**config.mk**
```make
export PLATFORM = sky130hd
export DESIGN_NAME = icpqj_sqrt_pipe
export DESIGN_NICKNAME = d
export VERILOG_FILES = /design/src/design/icp_quaternion_jacobian_row_macros.svh /design/src/design/icpqj_pkg.sv /design/src/design/icpqj_sqrt_pipe.sv
export SDC_FILE = /design/constraint.sdc
export NUM_CORES = 2
export LEC_CHECK = 0
export ABC_CLOCK_PERIOD_IN_PS = 3710
export BUFFER_PORTS_ARGS = -buffer_cell sky130_fd_sc_hd__buf_2
export CAP_MARGIN = 15
export CELL_PAD_IN_SITES_DETAIL_PLACEMENT = 0
export CELL_PAD_IN_SITES_GLOBAL_PLACEMENT = 1
export CORE_MARGIN = 3
export CORE_UTILIZATION = 40
export CTS_BUF_LIST = sky130_fd_sc_hd__clkbuf_2 sky130_fd_sc_hd__clkbuf_4 sky130_fd_sc_hd__clkbuf_8
export CTS_CLUSTER_DIAMETER = 100
export DETAILED_ROUTE_END_ITERATION = 12
export GPL_TIMING_DRIVEN = 0
export PLACE_DENSITY = 0.74
export SLEW_MARGIN = 10
export SYNTH_ARGS = -nofsm -noshare
export SYNTH_HDL_FRONTEND = slang
export SYNTH_MEMORY_MAX_BITS = 65536
export SYNTH_SLANG_ARGS = --single-unit
export TNS_END_PERCENT = 50
```
**constraint.sdc**
```tcl
create_clock -name clk -period 3.71 [get_ports clk]
set_clock_uncertainty 0.15 [all_clocks]
set_input_delay 0.742 -clock clk [delete_from_list [all_inputs] [get_ports clk]]
set_output_delay 0.742 -clock clk [all_outputs]
set_load 0.01 [all_outputs]
```
**src/design/icp_quaternion_jacobian_row_macros.svh**
```systemverilog
// Assertion helpers for the Jacobian row block.
// Both expect clk and rst in scope.
`ifndef ICP_QUATERNION_JACOBIAN_ROW_MACROS_SVH
`define ICP_QUATERNION_JACOBIAN_ROW_MACROS_SVH

// same-cycle implication
`define ICPQJ_ASSERT_IMP(lbl, ante, cons, msg) \
  lbl: assert property (@(posedge clk) disable iff (rst) (ante) |-> (cons)) \
    else $error(msg);

// next-cycle implication
`define ICPQJ_ASSERT_NXT(lbl, ante, cons, msg) \
  lbl: assert property (@(posedge clk) disable iff (rst) (ante) |=> (cons)) \
    else $error(msg);

`endif

```
**src/design/icpqj_pkg.sv**
```systemverilog
package icpqj_pkg;

  localparam int DATA_WIDTH      = 32;
  localparam int POINT_FRAC_BITS = 16;
  // fraction bits of the unit quaternion u = q / |q|
  localparam int UFRAC           = 30;

  // scaled quaternion, squared norm, root (root reaches 2^(UFRAC+1) when all
  // four parts sit at -2^UFRAC)
  localparam int QNW   = UFRAC + 1;
  localparam int N2W   = 2 * UFRAC + 3;
  localparam int NITER = (N2W + 1) / 2;
  localparam int SQW   = 2 * NITER;
  localparam int NW    = UFRAC + 2;
  localparam int LW    = $clog2(DATA_WIDTH + 1);
  localparam int SHW   = DATA_WIDTH + UFRAC;

  // divider
  localparam int QB    = UFRAC + 1;
  localparam int DVW   = QNW + UFRAC;
  localparam int REMW  = NW + 1;

  // datapath widths after each rounding
  localparam int UW    = UFRAC + 2;
  localparam int PW    = DATA_WIDTH + UW;
  localparam int JACC  = PW + 3;
  localparam int JW    = JACC - UFRAC;
  localparam int JLO   = JW / 2;
  localparam int JHI   = JW - JLO;
  localparam int RJW   = DATA_WIDTH + JW;
  localparam int VACC  = RJW + 2;
  localparam int VW    = VACC - POINT_FRAC_BITS;
  localparam int VLO   = VW / 2;
  localparam int VHI   = VW - VLO;
  localparam int USW   = UW + VW;
  localparam int SACC  = USW + 2;
  localparam int SW    = SACC - UFRAC;
  localparam int SLO   = SW / 2;
  localparam int SHI   = SW - SLO;
  localparam int UPW   = UW + SW;
  localparam int OW    = UPW + 2 - UFRAC;

  localparam int SQ_LAT  = NITER + 1;
  localparam int DIV_LAT = QB + 1;

  typedef logic signed [DATA_WIDTH-1:0] data_t;

  // one term of a rotation-derivative entry: c * a[ai] * u[ui]
  typedef struct packed {
    logic signed [3:0] c;
    logic [1:0]        ai;
    logic [1:0]        ui;
  } jterm_t;

  // rows x,y,z by columns w,x,y,z
  localparam jterm_t JTAB [12][3] = '{
    '{'{ 4'sd2, 2'd2, 2'd2}, '{-4'sd2, 2'd1, 2'd3}, '{ 4'sd0, 2'd0, 2'd0}},
    '{'{ 4'sd2, 2'd1, 2'd2}, '{ 4'sd2, 2'd2, 2'd3}, '{ 4'sd0, 2'd0, 2'd0}},
    '{'{ 4'sd2, 2'd2, 2'd0}, '{-4'sd4, 2'd0, 2'd2}, '{ 4'sd2, 2'd1, 2'd1}},
    '{'{ 4'sd2, 2'd2, 2'd1}, '{-4'sd4, 2'd0, 2'd3}, '{-4'sd2, 2'd1, 2'd0}},
    '{'{ 4'sd2, 2'd0, 2'd3}, '{-4'sd2, 2'd2, 2'd1}, '{ 4'sd0, 2'd0, 2'd0}},
    '{'{ 4'sd2, 2'd0, 2'd2}, '{-4'sd2, 2'd2, 2'd0}, '{-4'sd4, 2'd1, 2'd1}},
    '{'{ 4'sd2, 2'd0, 2'd1}, '{ 4'sd2, 2'd2, 2'd3}, '{ 4'sd0, 2'd0, 2'd0}},
    '{'{ 4'sd2, 2'd0, 2'd0}, '{-4'sd4, 2'd1, 2'd3}, '{ 4'sd2, 2'd2, 2'd2}},
    '{'{ 4'sd2, 2'd1, 2'd1}, '{-4'sd2, 2'd0, 2'd2}, '{ 4'sd0, 2'd0, 2'd0}},
    '{'{ 4'sd2, 2'd1, 2'd0}, '{ 4'sd2, 2'd0, 2'd3}, '{-4'sd4, 2'd2, 2'd1}},
    '{'{ 4'sd2, 2'd1, 2'd3}, '{-4'sd2, 2'd0, 2'd0}, '{-4'sd4, 2'd2, 2'd2}},
    '{'{ 4'sd2, 2'd0, 2'd1}, '{ 4'sd2, 2'd1, 2'd2}, '{ 4'sd0, 2'd0, 2'd0}}
  };

  // c * p for c in {0, +-2, +-4}
  function automatic logic signed [JACC-1:0] jterm_scale(logic signed [3:0] c,
                                                        logic signed [PW-1:0] p);
    logic signed [JACC-1:0] e;
    e = JACC'(p);
    case (c)
      4'sd2:   return e <<< 1;
      -4'sd2:  return -(e <<< 1);
      4'sd4:   return e <<< 2;
      -4'sd4:  return -(e <<< 2);
      default: return '0;
    endcase
  endfunction

endpackage

```
**src/design/icpqj_sqrt_pipe.sv**
```systemverilog
// Integer square root, one result bit (one radicand bit pair) per stage.
module icpqj_sqrt_pipe
  import icpqj_pkg::*;
(
  input  logic           clk,
  input  logic [N2W-1:0] x,
  output logic [NW-1:0]  root
);

  logic [SQW-1:0] rem_q [NITER+1];
  logic [SQW-1:0] res_q [NITER+1];

  always_ff @(posedge clk) begin
    rem_q[0] <= SQW'(x);
    res_q[0] <= '0;
  end

  for (genvar k = 0; k < NITER; k++) begin : g_step
    localparam logic [SQW-1:0] BITV = SQW'(1) << (2 * (NITER - 1 - k));
    logic [SQW-1:0] trial;
    assign trial = res_q[k] + BITV;
    always_ff @(posedge clk) begin
      if (rem_q[k] >= trial) begin
        rem_q[k+1] <= rem_q[k] - trial;
        res_q[k+1] <= (res_q[k] >> 1) + BITV;
      end else begin
        rem_q[k+1] <= rem_q[k];
        res_q[k+1] <= res_q[k] >> 1;
      end
    end
  end

  assign root = res_q[NITER][NW-1:0];

endmodule

```
# Word-level counts from Yosys, hierarchy flattened

Memory sizes are Yosys's and may differ from the RTL's.
Index checks and enable logic that the tools add are counted.
Widths: inputs -> output; s select.

Reduce and logical (&&, ||, !) cells: 0
Bitwise operators: 64
Eq/ne operators: 0
Add/sub/neg operators: 96
Multiply operators: 0
Muxes and demuxes: 160
Magnitude comparators: 32
Shift-type cells: 0
Divide/modulo/power cells: 0

Operator list:

| kind                   | number |
|---|---|
| $mux 64                | 64 |
| $ge 64x64->1           | 32 |
| $sub 64x64->64         | 32 |
| $mux 1                 | 96 |
| $add 63x1->64 const B  | 1 |
| $add 63x11->64 const B | 1 |
| $add 63x13->64 const B | 1 |
| $add 63x15->64 const B | 1 |
| $add 63x17->64 const B | 1 |
| $add 63x19->64 const B | 1 |
| $add 63x21->64 const B | 1 |
| $add 63x23->64 const B | 1 |
| $add 63x25->64 const B | 1 |
| $add 63x27->64 const B | 1 |
| $add 63x29->64 const B | 1 |
| $add 63x3->64 const B  | 1 |
| $add 63x31->64 const B | 1 |
| $add 63x33->64 const B | 1 |
| $add 63x35->64 const B | 1 |
| $add 63x37->64 const B | 1 |
| $add 63x39->64 const B | 1 |
| $add 63x41->64 const B | 1 |
| $add 63x43->64 const B | 1 |
| $add 63x45->64 const B | 1 |
| other kinds (45)       | 108 |

Register bits: 0
Bits in latches: 0
Memories kept: 2
Output and inout bits: 32
Logic and storage cells: 354
Bits in read-only memories: 0
Input port bits: 64
Memory bits (writable): 4,224

Memories:

| name  | depth | bits a word | rd ports | clocked after memory_dff | wr ports | RTL line              | source |
|---|---|---|---|---|---|---|---|
| rem_q | 33    | 64          | 32       | 0                        | 33       | icpqj_sqrt_pipe.sv:10 | `logic [SQW-1:0] rem_q [NITER+1];` |
| res_q | 33    | 64          | 33       | 0                        | 33       | icpqj_sqrt_pipe.sv:11 | `logic [SQW-1:0] res_q [NITER+1];` |

# Depth between registers and ports, before layout

Word-level depth: 5
Depth in mapped cells: 15
Mapped depth without buffers: 13

# Worst setup path before layout

Ideal clock, no wire load.

Kind: register to register
Start: memory res_q[30][12] (netlist name)
End: memory rem_q[31][55] (netlist name)
Clock period less this slack: 3.530 ns
Library setup time: 0.117 ns
Cell stages (with the launch flop): 14
Arrival time: 3.263 ns
Setup slack: 0.180 ns
Data required time: 3.443 ns
Buffers on the path: 1
Path through: dfxtp_1 -> inv_1 -> ha_1 -> clkbuf_1 -> a21o_1 -> a221oi_1 -> o21bai_1 -> a31oi_1 -> o211ai_1 -> o31ai_1 -> o22ai_1 -> nor4_1 -> or3b_2 -> o2bb2ai_1

RTL lines:

| what            | RTL line |
|---|---|
| start, declared | icpqj_sqrt_pipe.sv:11 |
| end, declared   | icpqj_sqrt_pipe.sv:10 |

==> impl_metrics.env <==
export IMPL_synth_simple_gate_area_share_pct=15.2
export IMPL_postLayoutSetupSlackWorst_ps=-64.0
export IMPL_yosys_warnings=0
export IMPL_syn_area_per_cell_sq_um=10.0
export IMPL_seq_area_frac_synth_pct=53.9
export IMPL_setup_violations_final=8
export IMPL_detailed_place_area_sq_um=100000
export IMPL_netlist_area_leader_share_pct=53.9
export IMPL_violations="negative setup slack"
export IMPL_finish_net_count=10800
export IMPL_slowest_delay_ps=450
export IMPL_hold_path_class="reg2reg"
export IMPL_avgViaCountPerCell=5.08
export IMPL_cts_inserted_buffers=417
export IMPL_worstSetupPathType="reg2reg"
export IMPL_grt_first_pass_wirelength_microns=393000
export IMPL_placed_cells_incl_taps=12800
export IMPL_first_pass_iters=6
export IMPL_drc=0
export IMPL_flip_flop_and_latch_count_after_synthesis=2575
export IMPL_rsz_0062_raised_after_global_routing="yes"
export IMPL_synth_area_top_cells="dfxtp_1 (54%), ha_1 (7.3%), xnor2_1 (4.1%), xor2_1 (3.8%), a21oi_1 (3.1%)"
export IMPL_grt_overall_usage_pct=20.2
export IMPL_core_rowCount=178
export IMPL_critical_path_max_fanout=5
export IMPL_drt_wl_total_microns=254000
export IMPL_use_met3_pct=3.25
export IMPL_post_synth_num_cell_types=94
export IMPL_cts_tree="yes"
export IMPL_cts_root_buf="clkbuf_8"
export IMPL_final_min_clock_period_ps=3770
export IMPL_post_synth_mux_area_share_pct=0.883
export IMPL_clk_latency_worst_skew_pair_ps=1090
export IMPL_die_outline_area_sq_um=245000
export IMPL_globalRoute_busiestLayer="met2"
export IMPL_timing_final_hold_violations=0
export IMPL_routed_wire_length_per_instance_microns=18.6
export IMPL_clkTransAtPathRegs_ps=70
export IMPL_power_ir_vdd_worst_uv=328
export IMPL_placement_io_buffers=95
export IMPL_post_synth_fa_ha_maj_area_fraction_pct=7.28
export IMPL_place_gp_congestion=0.877
export IMPL_post_route_cells_drive_above_1_share_pct=13.9
export IMPL_arrival_ps=4540
export IMPL_layout_cell_area_non_filler_sq_um=113000
export IMPL_leakage_dissipation_nw=51.3
export IMPL_floorplan_die_height_microns=495
export IMPL_post_synth_xor_area_fraction_pct=7.97
export IMPL_cp_end_kind="flop"
export IMPL_dp_final_hpwl_microns=197000
export IMPL_cts_max_level=5
export IMPL_antenna_violations_before_repair=19
export IMPL_cts_sinks=2575
export IMPL_synth_commonest_cells="dfxtp_1 (2575), inv_1 (705), nor2_1 (632)"
export IMPL_stdcell_count=13700
export IMPL_floorplan_core_area_sq_um=237000
export IMPL_fin_tns_setup_ps=-206
export IMPL_drt_antenna_violating_nets=0
export IMPL_initial_cell_density_of_the_core_pct=40.4
export IMPL_worst_path_max_delay_cell="nand4_1"
export IMPL_syn_to_final_growth_pct=18.3
export IMPL_io_pins=96
export IMPL_clock_path_buffers=4
export IMPL_dr_first_iter_drc_count=4120
export IMPL_crit_required_ps=4480
export IMPL_cp_start_kind="flop"
export IMPL_dominant_combinational_cell_family_by_area_after_synthesis="simple AND/OR/NAND/NOR gates"
export IMPL_leading_cell_type_by_number_of_instances_after_synthesis="dfxtp_1"
export IMPL_worst_slew_pin_transition_ps=1110
export IMPL_number_of_max_cap_violations=0
export IMPL_status="finished with violations"
export IMPL_fmax_ghz=0.265
export IMPL_crit_top_cell="nor4_4"
export IMPL_synthArstFlopShare_pct=0
export IMPL_fin_worst_hold_slack_ps=137
export IMPL_number_of_global_route_vias_before_repair=70100
export IMPL_gr_usage_met2_pct=34.0
export IMPL_main_synth_ff_type="dfxtp_1"
export IMPL_synth_edff_count=0
export IMPL_max_slew_margin_rel_pct=25.1
export IMPL_netlist_instances=9535
export IMPL_power_density_nw_per_um2=749
export IMPL_grt_max_degree=19
export IMPL_synth_compound_area_share_pct=11.3
export IMPL_crit_chain="inv_1, ha_4, nand4b_1, nor4_4, nand4_1, o211ai_1, nor4_4, buf_4, or2_4, a211o_4, buf_4, nor4_4, xor2_1"
export IMPL_post_layout_total_power_mw=84.7
export IMPL_via_count=69300
export IMPL_die_w_microns=495
export IMPL_met1_usage_pct=27.0
export IMPL_post_route_period_util_pct=102
export IMPL_synth_top_cell_by_area="dfxtp_1"
export IMPL_syn_cell_area_sq_um=95600
export IMPL_maxSlewViolCount=0
export IMPL_globalRouteOverflowTotal=0
[cells in the final DEF (no fill, tap or decap), drive strengths merged, types with 31 or more instances in the layout]
cell type    instances
o21a                77
nand3              137
clkbuf             759
o21bai              40
a31oi               37
a211oi              48
nor2               633
nand2b             117
xnor2              453
or3                116
buf                190
o21ai              458
and2                38
nor4               327
clkinv              50
or4                 62
dlygate4sd3         94
mux2                67
nand4              137
or2                 49
a21oi              596
nand3b              31
nor3               268
nor2b               91
dfxtp             2575
xor2               417
o31ai               37
a21o               222
and3                56
ha                 556
nand2              611
inv                711
o211ai              40
nor4b               51
[worst max-delay path, delay by kind of cell, from the launching register on]
family,cells,cell delay [ps]
fa+ha+maj,1,270
buf+inv,3,380
flops,1,330
simple gates,6,1510
compound gates,2,810
xor+xnor,1,210
[cell type report]
type | instances | area [sq um]
Timing Repair Buffer | 258 | 1970
Clock buffer | 645 | 8140
Buffer | 141 | 712
Fill cell | 22000 | 123000
Clock inverter | 88 | 1040
Sequential cell | 2575 | 51600
Inverter | 707 | 2660
Tap cell | 3150 | 3940
Antenna cell | 3 | 7.51
Multi-Input combinational cell | 6084 | 43100
[kinds of logic (layout without fill, tap and decap cells)]
group,after synthesis,in the layout
AND/OR/NAND/NOR,2814,2814
adder cells (fa/ha/maj),556,556
multiplexers,76,76
buffers and inverters,877,1839
XOR/XNOR,870,870
other,1,5
AO/OA/AOI/OAI,1766,1766
flip-flops,2575,2575
[layer usage]
metal / vias to the layer above / share of wire (%) / routed length [microns]
met5: - / 0 / 0
met4: 0 / 1.8 / 4580
met3: 342 / 4.5 / 11300
met2: 1394 / 47 / 120000
met1: 33100 / 47 / 118000
li1: 34500 / - / -
[registers in the layout, indices dropped and copies added (netlist names)]
name   count
res_q    528
rem_q   2047
[what timing repair did]
item,in CTS,in global routing
hold buffers,94,0
gates cloned,1,0
endpoints found under the setup margin,709,624
pin swaps,50,70
hold endpoints to repair,63,0
gates resized for setup,268,317
buffers inserted,41,25
[power breakdown]
| group | total [mW] | internal, mW | switching (mW) |
|---|---|---|---|
| logic | 19.5 | 8.72 | 10.8 |
| clock network | 26.2 | 15.4 | 10.8 |
| registers | 38.9 | 33.7 | 5.30 |
[worst paths after layout]
path	start	to	slack, ps	cells past startpoint
max	res_q[26][15]	rem_q[27][59]	-60	13
min	rem_q[23][8]	rem_q[24][8]	140	0
max reg2reg	res_q[26][15]	rem_q[27][59]	-60	13
min reg2reg	rem_q[23][8]	rem_q[24][8]	140	0
[metrics by stage]
step                setup slack, ps  utilization, %
finish                        -64.0            47.8
global route                   -183            47.8
CTS                           -37.3            47.2
detailed placement            -1310            42.3
global placement              -1940            42.3
floorplan                       180               -
(Power assumes the default switching activity.)
