<file path="config.mk">
export PLATFORM = sky130hd
export DESIGN_NAME = icpqj_div_pipe
export DESIGN_NICKNAME = d
export VERILOG_FILES = /design/src/design/icp_quaternion_jacobian_row_macros.svh /design/src/design/icpqj_pkg.sv /design/src/design/icpqj_div_pipe.sv
export SDC_FILE = /design/constraint.sdc
export NUM_CORES = 2
export LEC_CHECK = 0
export BUFFER_PORTS_ARGS = -buffer_cell sky130_fd_sc_hd__buf_2
export CORE_AREA = 2 2 366 512
export DETAILED_ROUTE_END_ITERATION = 7
export DIE_AREA = 0 0 368 514
export PLACE_DENSITY_LB_ADDON = 0.25
export RECOVER_POWER = 25
export SETUP_SLACK_MARGIN = 0.02
export SYNTH_ARGS = -nofsm -noshare
export SYNTH_HDL_FRONTEND = slang
export SYNTH_SLANG_ARGS = --single-unit
</file>
<file path="constraint.sdc">
create_clock -name clk -period 3.89 [get_ports clk]
set_input_delay 0.778 -clock clk [delete_from_list [all_inputs] [get_ports clk]]
set_output_delay 0.778 -clock clk [all_outputs]
set_load 0.1 [all_outputs]
</file>
<file path="src/design/icp_quaternion_jacobian_row_macros.svh">
// Assertion helpers for the Jacobian row block.
// Both expect clk and rst in scope.
`ifndef ICP_QUATERNION_JACOBIAN_ROW_MACROS_SVH
`define ICP_QUATERNION_JACOBIAN_ROW_MACROS_SVH

// same-cycle implication
`define ICPQJ_ASSERT_IMP(lbl, ante, cons, msg) \
  lbl: assert property (@(posedge clk) disable iff (rst) (ante) |-> (cons)) \
    else $error(msg);

// next-cycle implication
`define ICPQJ_ASSERT_NXT(lbl, ante, cons, msg) \
  lbl: assert property (@(posedge clk) disable iff (rst) (ante) |=> (cons)) \
    else $error(msg);

`endif

</file>
<file path="src/design/icpqj_pkg.sv">
package icpqj_pkg;

  localparam int DATA_WIDTH      = 32;
  localparam int POINT_FRAC_BITS = 16;
  // fraction bits of the unit quaternion u = q / |q|
  localparam int UFRAC           = 30;

  // scaled quaternion, squared norm, root (root reaches 2^(UFRAC+1) when all
  // four parts sit at -2^UFRAC)
  localparam int QNW   = UFRAC + 1;
  localparam int N2W   = 2 * UFRAC + 3;
  localparam int NITER = (N2W + 1) / 2;
  localparam int SQW   = 2 * NITER;
  localparam int NW    = UFRAC + 2;
  localparam int LW    = $clog2(DATA_WIDTH + 1);
  localparam int SHW   = DATA_WIDTH + UFRAC;

  // divider
  localparam int QB    = UFRAC + 1;
  localparam int DVW   = QNW + UFRAC;
  localparam int REMW  = NW + 1;

  // datapath widths after each rounding
  localparam int UW    = UFRAC + 2;
  localparam int PW    = DATA_WIDTH + UW;
  localparam int JACC  = PW + 3;
  localparam int JW    = JACC - UFRAC;
  localparam int JLO   = JW / 2;
  localparam int JHI   = JW - JLO;
  localparam int RJW   = DATA_WIDTH + JW;
  localparam int VACC  = RJW + 2;
  localparam int VW    = VACC - POINT_FRAC_BITS;
  localparam int VLO   = VW / 2;
  localparam int VHI   = VW - VLO;
  localparam int USW   = UW + VW;
  localparam int SACC  = USW + 2;
  localparam int SW    = SACC - UFRAC;
  localparam int SLO   = SW / 2;
  localparam int SHI   = SW - SLO;
  localparam int UPW   = UW + SW;
  localparam int OW    = UPW + 2 - UFRAC;

  localparam int SQ_LAT  = NITER + 1;
  localparam int DIV_LAT = QB + 1;

  typedef logic signed [DATA_WIDTH-1:0] data_t;

  // one term of a rotation-derivative entry: c * a[ai] * u[ui]
  typedef struct packed {
    logic signed [3:0] c;
    logic [1:0]        ai;
    logic [1:0]        ui;
  } jterm_t;

  // rows x,y,z by columns w,x,y,z
  localparam jterm_t JTAB [12][3] = '{
    '{'{ 4'sd2, 2'd2, 2'd2}, '{-4'sd2, 2'd1, 2'd3}, '{ 4'sd0, 2'd0, 2'd0}},
    '{'{ 4'sd2, 2'd1, 2'd2}, '{ 4'sd2, 2'd2, 2'd3}, '{ 4'sd0, 2'd0, 2'd0}},
    '{'{ 4'sd2, 2'd2, 2'd0}, '{-4'sd4, 2'd0, 2'd2}, '{ 4'sd2, 2'd1, 2'd1}},
    '{'{ 4'sd2, 2'd2, 2'd1}, '{-4'sd4, 2'd0, 2'd3}, '{-4'sd2, 2'd1, 2'd0}},
    '{'{ 4'sd2, 2'd0, 2'd3}, '{-4'sd2, 2'd2, 2'd1}, '{ 4'sd0, 2'd0, 2'd0}},
    '{'{ 4'sd2, 2'd0, 2'd2}, '{-4'sd2, 2'd2, 2'd0}, '{-4'sd4, 2'd1, 2'd1}},
    '{'{ 4'sd2, 2'd0, 2'd1}, '{ 4'sd2, 2'd2, 2'd3}, '{ 4'sd0, 2'd0, 2'd0}},
    '{'{ 4'sd2, 2'd0, 2'd0}, '{-4'sd4, 2'd1, 2'd3}, '{ 4'sd2, 2'd2, 2'd2}},
    '{'{ 4'sd2, 2'd1, 2'd1}, '{-4'sd2, 2'd0, 2'd2}, '{ 4'sd0, 2'd0, 2'd0}},
    '{'{ 4'sd2, 2'd1, 2'd0}, '{ 4'sd2, 2'd0, 2'd3}, '{-4'sd4, 2'd2, 2'd1}},
    '{'{ 4'sd2, 2'd1, 2'd3}, '{-4'sd2, 2'd0, 2'd0}, '{-4'sd4, 2'd2, 2'd2}},
    '{'{ 4'sd2, 2'd0, 2'd1}, '{ 4'sd2, 2'd1, 2'd2}, '{ 4'sd0, 2'd0, 2'd0}}
  };

  // c * p for c in {0, +-2, +-4}
  function automatic logic signed [JACC-1:0] jterm_scale(logic signed [3:0] c,
                                                        logic signed [PW-1:0] p);
    logic signed [JACC-1:0] e;
    e = JACC'(p);
    case (c)
      4'sd2:   return e <<< 1;
      -4'sd2:  return -(e <<< 1);
      4'sd4:   return e <<< 2;
      -4'sd4:  return -(e <<< 2);
      default: return '0;
    endcase
  endfunction

endpackage

</file>
<file path="src/design/icpqj_div_pipe.sv">
// Rounded quotient (mag * 2^UFRAC + n/2) / n, restoring, one bit per stage.
module icpqj_div_pipe
  import icpqj_pkg::*;
(
  input  logic           clk,
  input  logic [QNW-1:0] mag,
  input  logic [NW-1:0]  n,
  output logic [QB-1:0]  quo
);

  logic [DVW-1:0]  dvd;
  logic [REMW-1:0] rem_q [QB+1];
  logic [QB-1:0]   low_q [QB+1];
  logic [QB-1:0]   quo_q [QB+1];
  logic [NW-1:0]   n_q   [QB+1];

  assign dvd = (DVW'(mag) << UFRAC) + DVW'(n >> 1);

  always_ff @(posedge clk) begin
    rem_q[0] <= REMW'(dvd >> QB);
    low_q[0] <= dvd[QB-1:0];
    quo_q[0] <= '0;
    n_q[0]   <= n;
  end

  for (genvar k = 0; k < QB; k++) begin : g_step
    logic [REMW:0] t;
    logic          ge;
    assign t  = {rem_q[k], low_q[k][QB-1]};
    assign ge = t >= (REMW + 1)'(n_q[k]);
    always_ff @(posedge clk) begin
      rem_q[k+1] <= ge ? REMW'(t - (REMW + 1)'(n_q[k])) : REMW'(t);
      low_q[k+1] <= low_q[k] << 1;
      quo_q[k+1] <= {quo_q[k][QB-2:0], ge};
      n_q[k+1]   <= n_q[k];
    end
  end

  assign quo = quo_q[QB];

endmodule

</file>
# Word level (Yosys, flattened, before mapping)

Memory sizes are Yosys's and may differ from the RTL's.
Cells that the tools add are included.
Widths: inputs -> output; s select.

Input bits: 64
Memories: 4
Register bits after elaboration: 0
Memory bits (writable): 4064
Logic and storage cells: 98
Output and inout port bits: 31

Magnitude comparators: 31
Multiplexer cells: 31
$add $sub $neg: 32

Memories:

| memory | words | bits a word | read ports | clocked after Yosys merged registers in | write ports | RTL line             | source |
|---|---|---|---|---|---|---|---|
| rem_q  | 32    | 33          | 31         | 0                                       | 32          | icpqj_div_pipe.sv:12 | `logic [REMW-1:0] rem_q [QB+1];` |
| n_q    | 32    | 32          | 31         | 0                                       | 32          | icpqj_div_pipe.sv:15 | `logic [NW-1:0] n_q [QB+1];` |
| low_q  | 32    | 31          | 31         | 0                                       | 32          | icpqj_div_pipe.sv:13 | `logic [QB-1:0] low_q [QB+1];` |
| quo_q  | 32    | 31          | 32         | 0                                       | 32          | icpqj_div_pipe.sv:14 | `logic [QB-1:0] quo_q [QB+1];` |

Operators by type and width:

| operator       | number |
|---|---|
| $ge 34x32->1   | 31 |
| $mux 33        | 31 |
| $sub 33x32->33 | 31 |
| $add 61x31->61 | 1 |

# Depth between registers and ports, before layout

Word-level depth: 2
Depth in mapped cells: 16
Mapped depth without buffers: 14

# Least setup slack after synthesis

No wires, ideal clock.

Path type: register to register
Start: mem n_q[1][46] (netlist name)
End: mem rem_q[2][98] (netlist name)
Clock period less this slack: 3442 ps
Data arrival time: 3328 ps
Cell stages (with the launch flop): 16
Setup time: 114 ps
Setup slack: 448 ps
Required time: 3776 ps
Path buffers: 1
Cells stage by stage: dfxtp_1 -> inv_1 -> ha_1 -> inv_1 -> fa_1 -> a21o_1 -> a221oi_2 -> a211oi_1 -> or3_1 -> a2111o_1 -> a31oi_2 -> a211oi_1 -> a211oi_4 -> buf_2 -> nor3_1 -> a21o_1

RTL lines:

| item        | RTL line |
|---|---|
| from (decl) | icpqj_div_pipe.sv:15 |
| to (decl)   | icpqj_div_pipe.sv:12 |

==> impl_metrics.prom <==
# TYPE chip_impl_metric gauge
chip_impl_metric{name="synth.ff_latch_count",unit=""} 2509
chip_impl_info{name="yosys.area.top_type",value="sky130_fd_sc_hd__dfxtp_1"} 1
chip_impl_metric{name="rr_worst_depth",unit=""} 15
chip_impl_metric{name="comb_power_share",unit="%"} 49.0
chip_impl_info{name="critPathKind",value="reg -> reg"} 1
chip_impl_metric{name="vias",unit=""} 88684
chip_impl_metric{name="remaining_global_route_overflow",unit=""} 0
chip_impl_info{name="regToRegStartpoint",value="n_q[1][325]"} 1
chip_impl_metric{name="fraction_of_post_synthesis_cell_area_in_the_top_cell_type_by_area",unit="%"} 44.13
chip_impl_metric{name="synth_compound_area_share",unit="%"} 19.00
chip_impl_metric{name="crit_required",unit="ps"} 4560
chip_impl_metric{name="fin_crit",unit="ps"} 3868
chip_impl_metric{name="path_max_fanout",unit=""} 8
chip_impl_metric{name="yosysWarningCount",unit=""} 0
chip_impl_metric{name="drv.max_cap_violation_count",unit=""} 0
chip_impl_metric{name="hold_violations",unit=""} 0
chip_impl_metric{name="floorplan.core_area",unit="mm2"} 0.1848
chip_impl_metric{name="die_height",unit="um"} 514
chip_impl_metric{name="internal_power",unit="mW"} 74.17
chip_impl_metric{name="timing_max_transition_violations_final",unit=""} 0
chip_impl_metric{name="htreeDepth",unit=""} 4
chip_impl_metric{name="dp_hpwl",unit="um"} 235200
chip_impl_metric{name="netlist_area",unit="mm2"} 0.1138
chip_impl_metric{name="place.port_buffers",unit=""} 94
chip_impl_info{name="start_kind",value="flop"} 1
chip_impl_metric{name="filler_cell_count",unit=""} 14640
chip_impl_metric{name="clk-insertion-delay-late",unit="ps"} 890
chip_impl_metric{name="synth_simple_gate_area_share",unit="%"} 11.85
chip_impl_metric{name="seq_area_frac_synth",unit="%"} 44.13
chip_impl_metric{name="placement_rows",unit=""} 187
chip_impl_metric{name="synthesis.nets",unit=""} 13621
chip_impl_metric{name="postSynthCellCount",unit=""} 12534
chip_impl_metric{name="synthArstFlopShare",unit="%"} 0
chip_impl_metric{name="drc_errors",unit=""} 0
chip_impl_info{name="crit_path_start",value="n_q[1][325]"} 1
chip_impl_info{name="synth_top_family_by_area",value="compound AO/OA/AOI/OAI gates"} 1
chip_impl_metric{name="whs_path_depth",unit=""} 2
chip_impl_metric{name="p_switching",unit="mW"} 51.47
chip_impl_metric{name="post-route-util",unit="%"} 68.50
chip_impl_info{name="min_path_type",value="in -> reg"} 1
chip_impl_metric{name="synth_adder_area_share",unit="%"} 11.44
chip_impl_info{name="worst_setup_path_end_kind",value="flop"} 1
chip_impl_metric{name="nNetsFinal",unit=""} 13853
chip_impl_metric{name="pwr_density_cell",unit="mW/mm2"} 992.3
chip_impl_metric{name="syn_area_per_cell",unit="um2"} 9.080
chip_impl_info{name="crit_path_cell_trace",value="inv_2, ha_1, inv_1, fa_2, a21o_1, a221oi_4, a211oi_2, or3_4, a2111o_1, a31oi_4, a211oi_2, a211oi_4, buf_4, clkbuf_16, o21ai_0"} 1
chip_impl_metric{name="drive_gt1_share",unit="%"} 7.465
chip_impl_metric{name="cts.sink_count",unit=""} 2509
chip_impl_metric{name="place_congestion",unit=""} 0.9937
chip_impl_metric{name="drt-vias-per-instance",unit=""} 5.755
chip_impl_metric{name="fmax",unit="GHz"} 0.2586
chip_impl_metric{name="grt_antenna_before_repair",unit=""} 5
chip_impl_info{name="layout_common_cells",value="sky130_fd_sc_hd__dfxtp_1 (2508), sky130_fd_sc_hd__inv_1 (1262), sky130_fd_sc_hd__nand2_1 (1091)"} 1
chip_impl_info{name="clk_root_buffer_cell",value="sky130_fd_sc_hd__clkbuf_16"} 1
chip_impl_metric{name="gr-usage-all-layers",unit="%"} 30.97
chip_impl_info{name="cts_tree",value="built"} 1
chip_impl_metric{name="synth-edff-count",unit=""} 0
chip_impl_metric{name="worst_clock_skew",unit="ps"} 37.81
chip_impl_info{name="most_common_cell_type_on_the_critical_path",value="sky130_fd_sc_hd__a211oi_2"} 1
chip_impl_metric{name="die-area",unit="mm2"} 0.1892
chip_impl_metric{name="critical-path-max-stage-delay",unit="ps"} 410
chip_impl_metric{name="post_synth_xor_area_fraction",unit="%"} 6.580
chip_impl_metric{name="maximum_number_of_pins_on_one_net_before_global_route_repair",unit=""} 66
chip_impl_metric{name="power.static_leakage",unit="nW"} 58.68
chip_impl_metric{name="timing.reg2reg.setup_slack",unit="ps"} 20
chip_impl_metric{name="clk_pwr_share",unit="%"} 18.9
chip_impl_metric{name="final.period_utilization",unit="%"} 99.43
chip_impl_metric{name="clk_transition_reported_paths",unit="ps"} 70
chip_impl_metric{name="finalHoldWorstSlack",unit="ps"} 97.18
chip_impl_metric{name="max-clock-path-buffers",unit=""} 4
chip_impl_info{name="run_status",value="complete, no violations"} 1
chip_impl_metric{name="initial_core_util",unit="%"} 61.57
chip_impl_metric{name="synth.distinct_cells",unit=""} 94
chip_impl_metric{name="setup_violations",unit=""} 0
chip_impl_info{name="ys_top_cells_by_area",value="sky130_fd_sc_hd__dfxtp_1 (44%), sky130_fd_sc_hd__ha_1 (11%), sky130_fd_sc_hd__a21oi_1 (4.6%), sky130_fd_sc_hd__o21ai_0 (4.4%), sky130_fd_sc_hd__inv_1 (4.2%)"} 1
chip_impl_metric{name="design_power_total",unit="mW"} 125.6
chip_impl_metric{name="fraction_of_synthesized_area_in_multiplexers",unit="%"} 1.743
chip_impl_info{name="ys.flop_type",value="sky130_fd_sc_hd__dfxtp_1"} 1
chip_impl_metric{name="total_wire_length",unit="um"} 301600
chip_impl_metric{name="via_count_of_the_first_global_routing_pass",unit=""} 88619
chip_impl_metric{name="top_level_ports",unit=""} 95
chip_impl_metric{name="antenna_left",unit=""} 0
chip_impl_metric{name="detailedRoute.firstIterationViolations",unit=""} 5835
chip_impl_metric{name="drt_pass1_iterations",unit=""} 6
chip_impl_metric{name="grt_first_pass_wirelength",unit="um"} 470200
chip_impl_metric{name="worst_ep_arrival_time",unit="ps"} 4530
chip_impl_metric{name="setup-tns-final",unit="ps"} 0
chip_impl_metric{name="drt-wirelength-per-cell",unit="um"} 19.57
chip_impl_metric{name="seq_power_share",unit="%"} 32.1
chip_impl_metric{name="syn2layout_area_growth",unit="%"} 11.25
chip_impl_info{name="holdCritStartpoint",value="mag[11]"} 1
chip_impl_metric{name="tightest_slew",unit="ps"} 989.9
chip_impl_metric{name="net_switching_share_of_the_total_power",unit="%"} 40.97
chip_impl_metric{name="timing.max_slew.rel_slack",unit="%"} 33.78
chip_impl_info{name="worst_path_max_delay_cell",value="sky130_fd_sc_hd__or3_4"} 1
chip_impl_metric{name="dieWidth",unit="um"} 368
chip_impl_metric{name="cts_buffers",unit=""} 234
chip_impl_metric{name="peak_vdd_ir",unit="uV"} 586.1
chip_impl_info{name="commonest_non_fill_non_tap_cell_in_the_layout",value="sky130_fd_sc_hd__dfxtp_1"} 1
layer usage:
layer  vias to the layer above  global-route usage (%)  part of all wire [%]
li1                      43719                       -                     -
met1                     41451                   32.98                    38
met2                      2518                   57.67                    51
met3                       996                   3.502                   3.9
met4                         0                   19.68                   7.2
met5                         -                       0                     0
area by class of cell:
class / count / area [um2] / share of cell area (%)
multi-input combinational: 8454 / 58010 / 45.82
sequential: 2509 / 50230 / 39.67
clock buffer: 288 / 6391 / 5.048
inverter: 1265 / 4748 / 3.750
tap: 2457 / 3074 / 2.428
timing repair buffer: 302 / 2532 / 2.000
clock inverter: 135 / 1623 / 1.282
antenna: 1 / 2.502 / 0.001976
worst max-delay path, delay by kind of cell, from the launching register on:
family                     cells  cell delay, ps
AOI/OAI and AO/OA              8            1900
adders and majority gates      2             530
buffers and inverters          4             480
and+or+nand+nor                1             410
DFF                            1             330
flip-flops by register name, indices dropped and copies added (netlist names):
register,flops
n_q,992
quo_q,496
low_q,1
rem_q,1020
worst paths after layout:
kind	end
hold reg to reg	quo_q[30][27]
setup reg to reg	rem_q[3][121]
setup / recovery	rem_q[3][121]
hold / removal	rem_q[0][10]
cells by family after synthesis:
| group | Yosys count |
|---|---|
| AOI/OAI and AO/OA | 3508 |
| and+or+nand+nor | 2889 |
| DFF | 2509 |
| buffers and inverters | 1571 |
| adders and majority gates | 1023 |
| xor gates and xnor gates | 855 |
| muxes | 179 |
synth_stat cells (56+ instances only):
cell type and count:
sky130_fd_sc_hd__a21oi_1 1054, sky130_fd_sc_hd__o31ai_1 57, sky130_fd_sc_hd__o211ai_1 56, sky130_fd_sc_hd__o21a_1 107, sky130_fd_sc_hd__dfxtp_1 2509, sky130_fd_sc_hd__xnor2_1 478, sky130_fd_sc_hd__inv_1 1265, sky130_fd_sc_hd__and2_1 71
sky130_fd_sc_hd__a21o_1 507, sky130_fd_sc_hd__mux2_2 149, sky130_fd_sc_hd__a211oi_1 70, sky130_fd_sc_hd__a31oi_1 118, sky130_fd_sc_hd__o21ai_0 1009, sky130_fd_sc_hd__nand2b_1 123, sky130_fd_sc_hd__nand2_1 1091, sky130_fd_sc_hd__and3_1 110
sky130_fd_sc_hd__nand4_1 164, sky130_fd_sc_hd__o21bai_1 147, sky130_fd_sc_hd__xor2_1 377, sky130_fd_sc_hd__nor3_1 141, sky130_fd_sc_hd__clkbuf_1 242, sky130_fd_sc_hd__ha_1 993, sky130_fd_sc_hd__nor2_1 655, sky130_fd_sc_hd__nor2b_1 101
sky130_fd_sc_hd__nand3_1 200
metrics by stage:
stage / setup slack (ps) / instance area, um2 / std cells
final: 22.35 / 126600 / 15411
after global routing: -87.31 / 126600 / 15411
after detailed placement: 13.96 / 117600 / 14916
after CTS: 33.36 / 126000 / 15371
after global placement: 92.95 / 117600 / 14916
after floorplan: 448.5 / 113800 / 12534
repair_timing:
item | 4_1_cts | 5_1_grt
gates resized for setup | 1 | 48
pin swaps | 0 | 19
gates cloned | 0 | 8
setup buffers | 0 | 31
hold buffers | 32 | 0
hold endpoints to repair | 32 | 0
setup endpoints to repair | 3 | 299
power groups by stage:
stage          clock (mW)  sequential, mW  combinational [mW]
2_1_floorplan           0            38.4                45.2
3_3_place_gp            0            40.9                58.4
3_5_place_dp            0            40.8                59.5
4_1_cts              24.1            40.5                60.1
5_1_grt              25.1            41.0                68.3
6_report             23.7            40.4                61.5
Power figures use the tool's default switching activity.
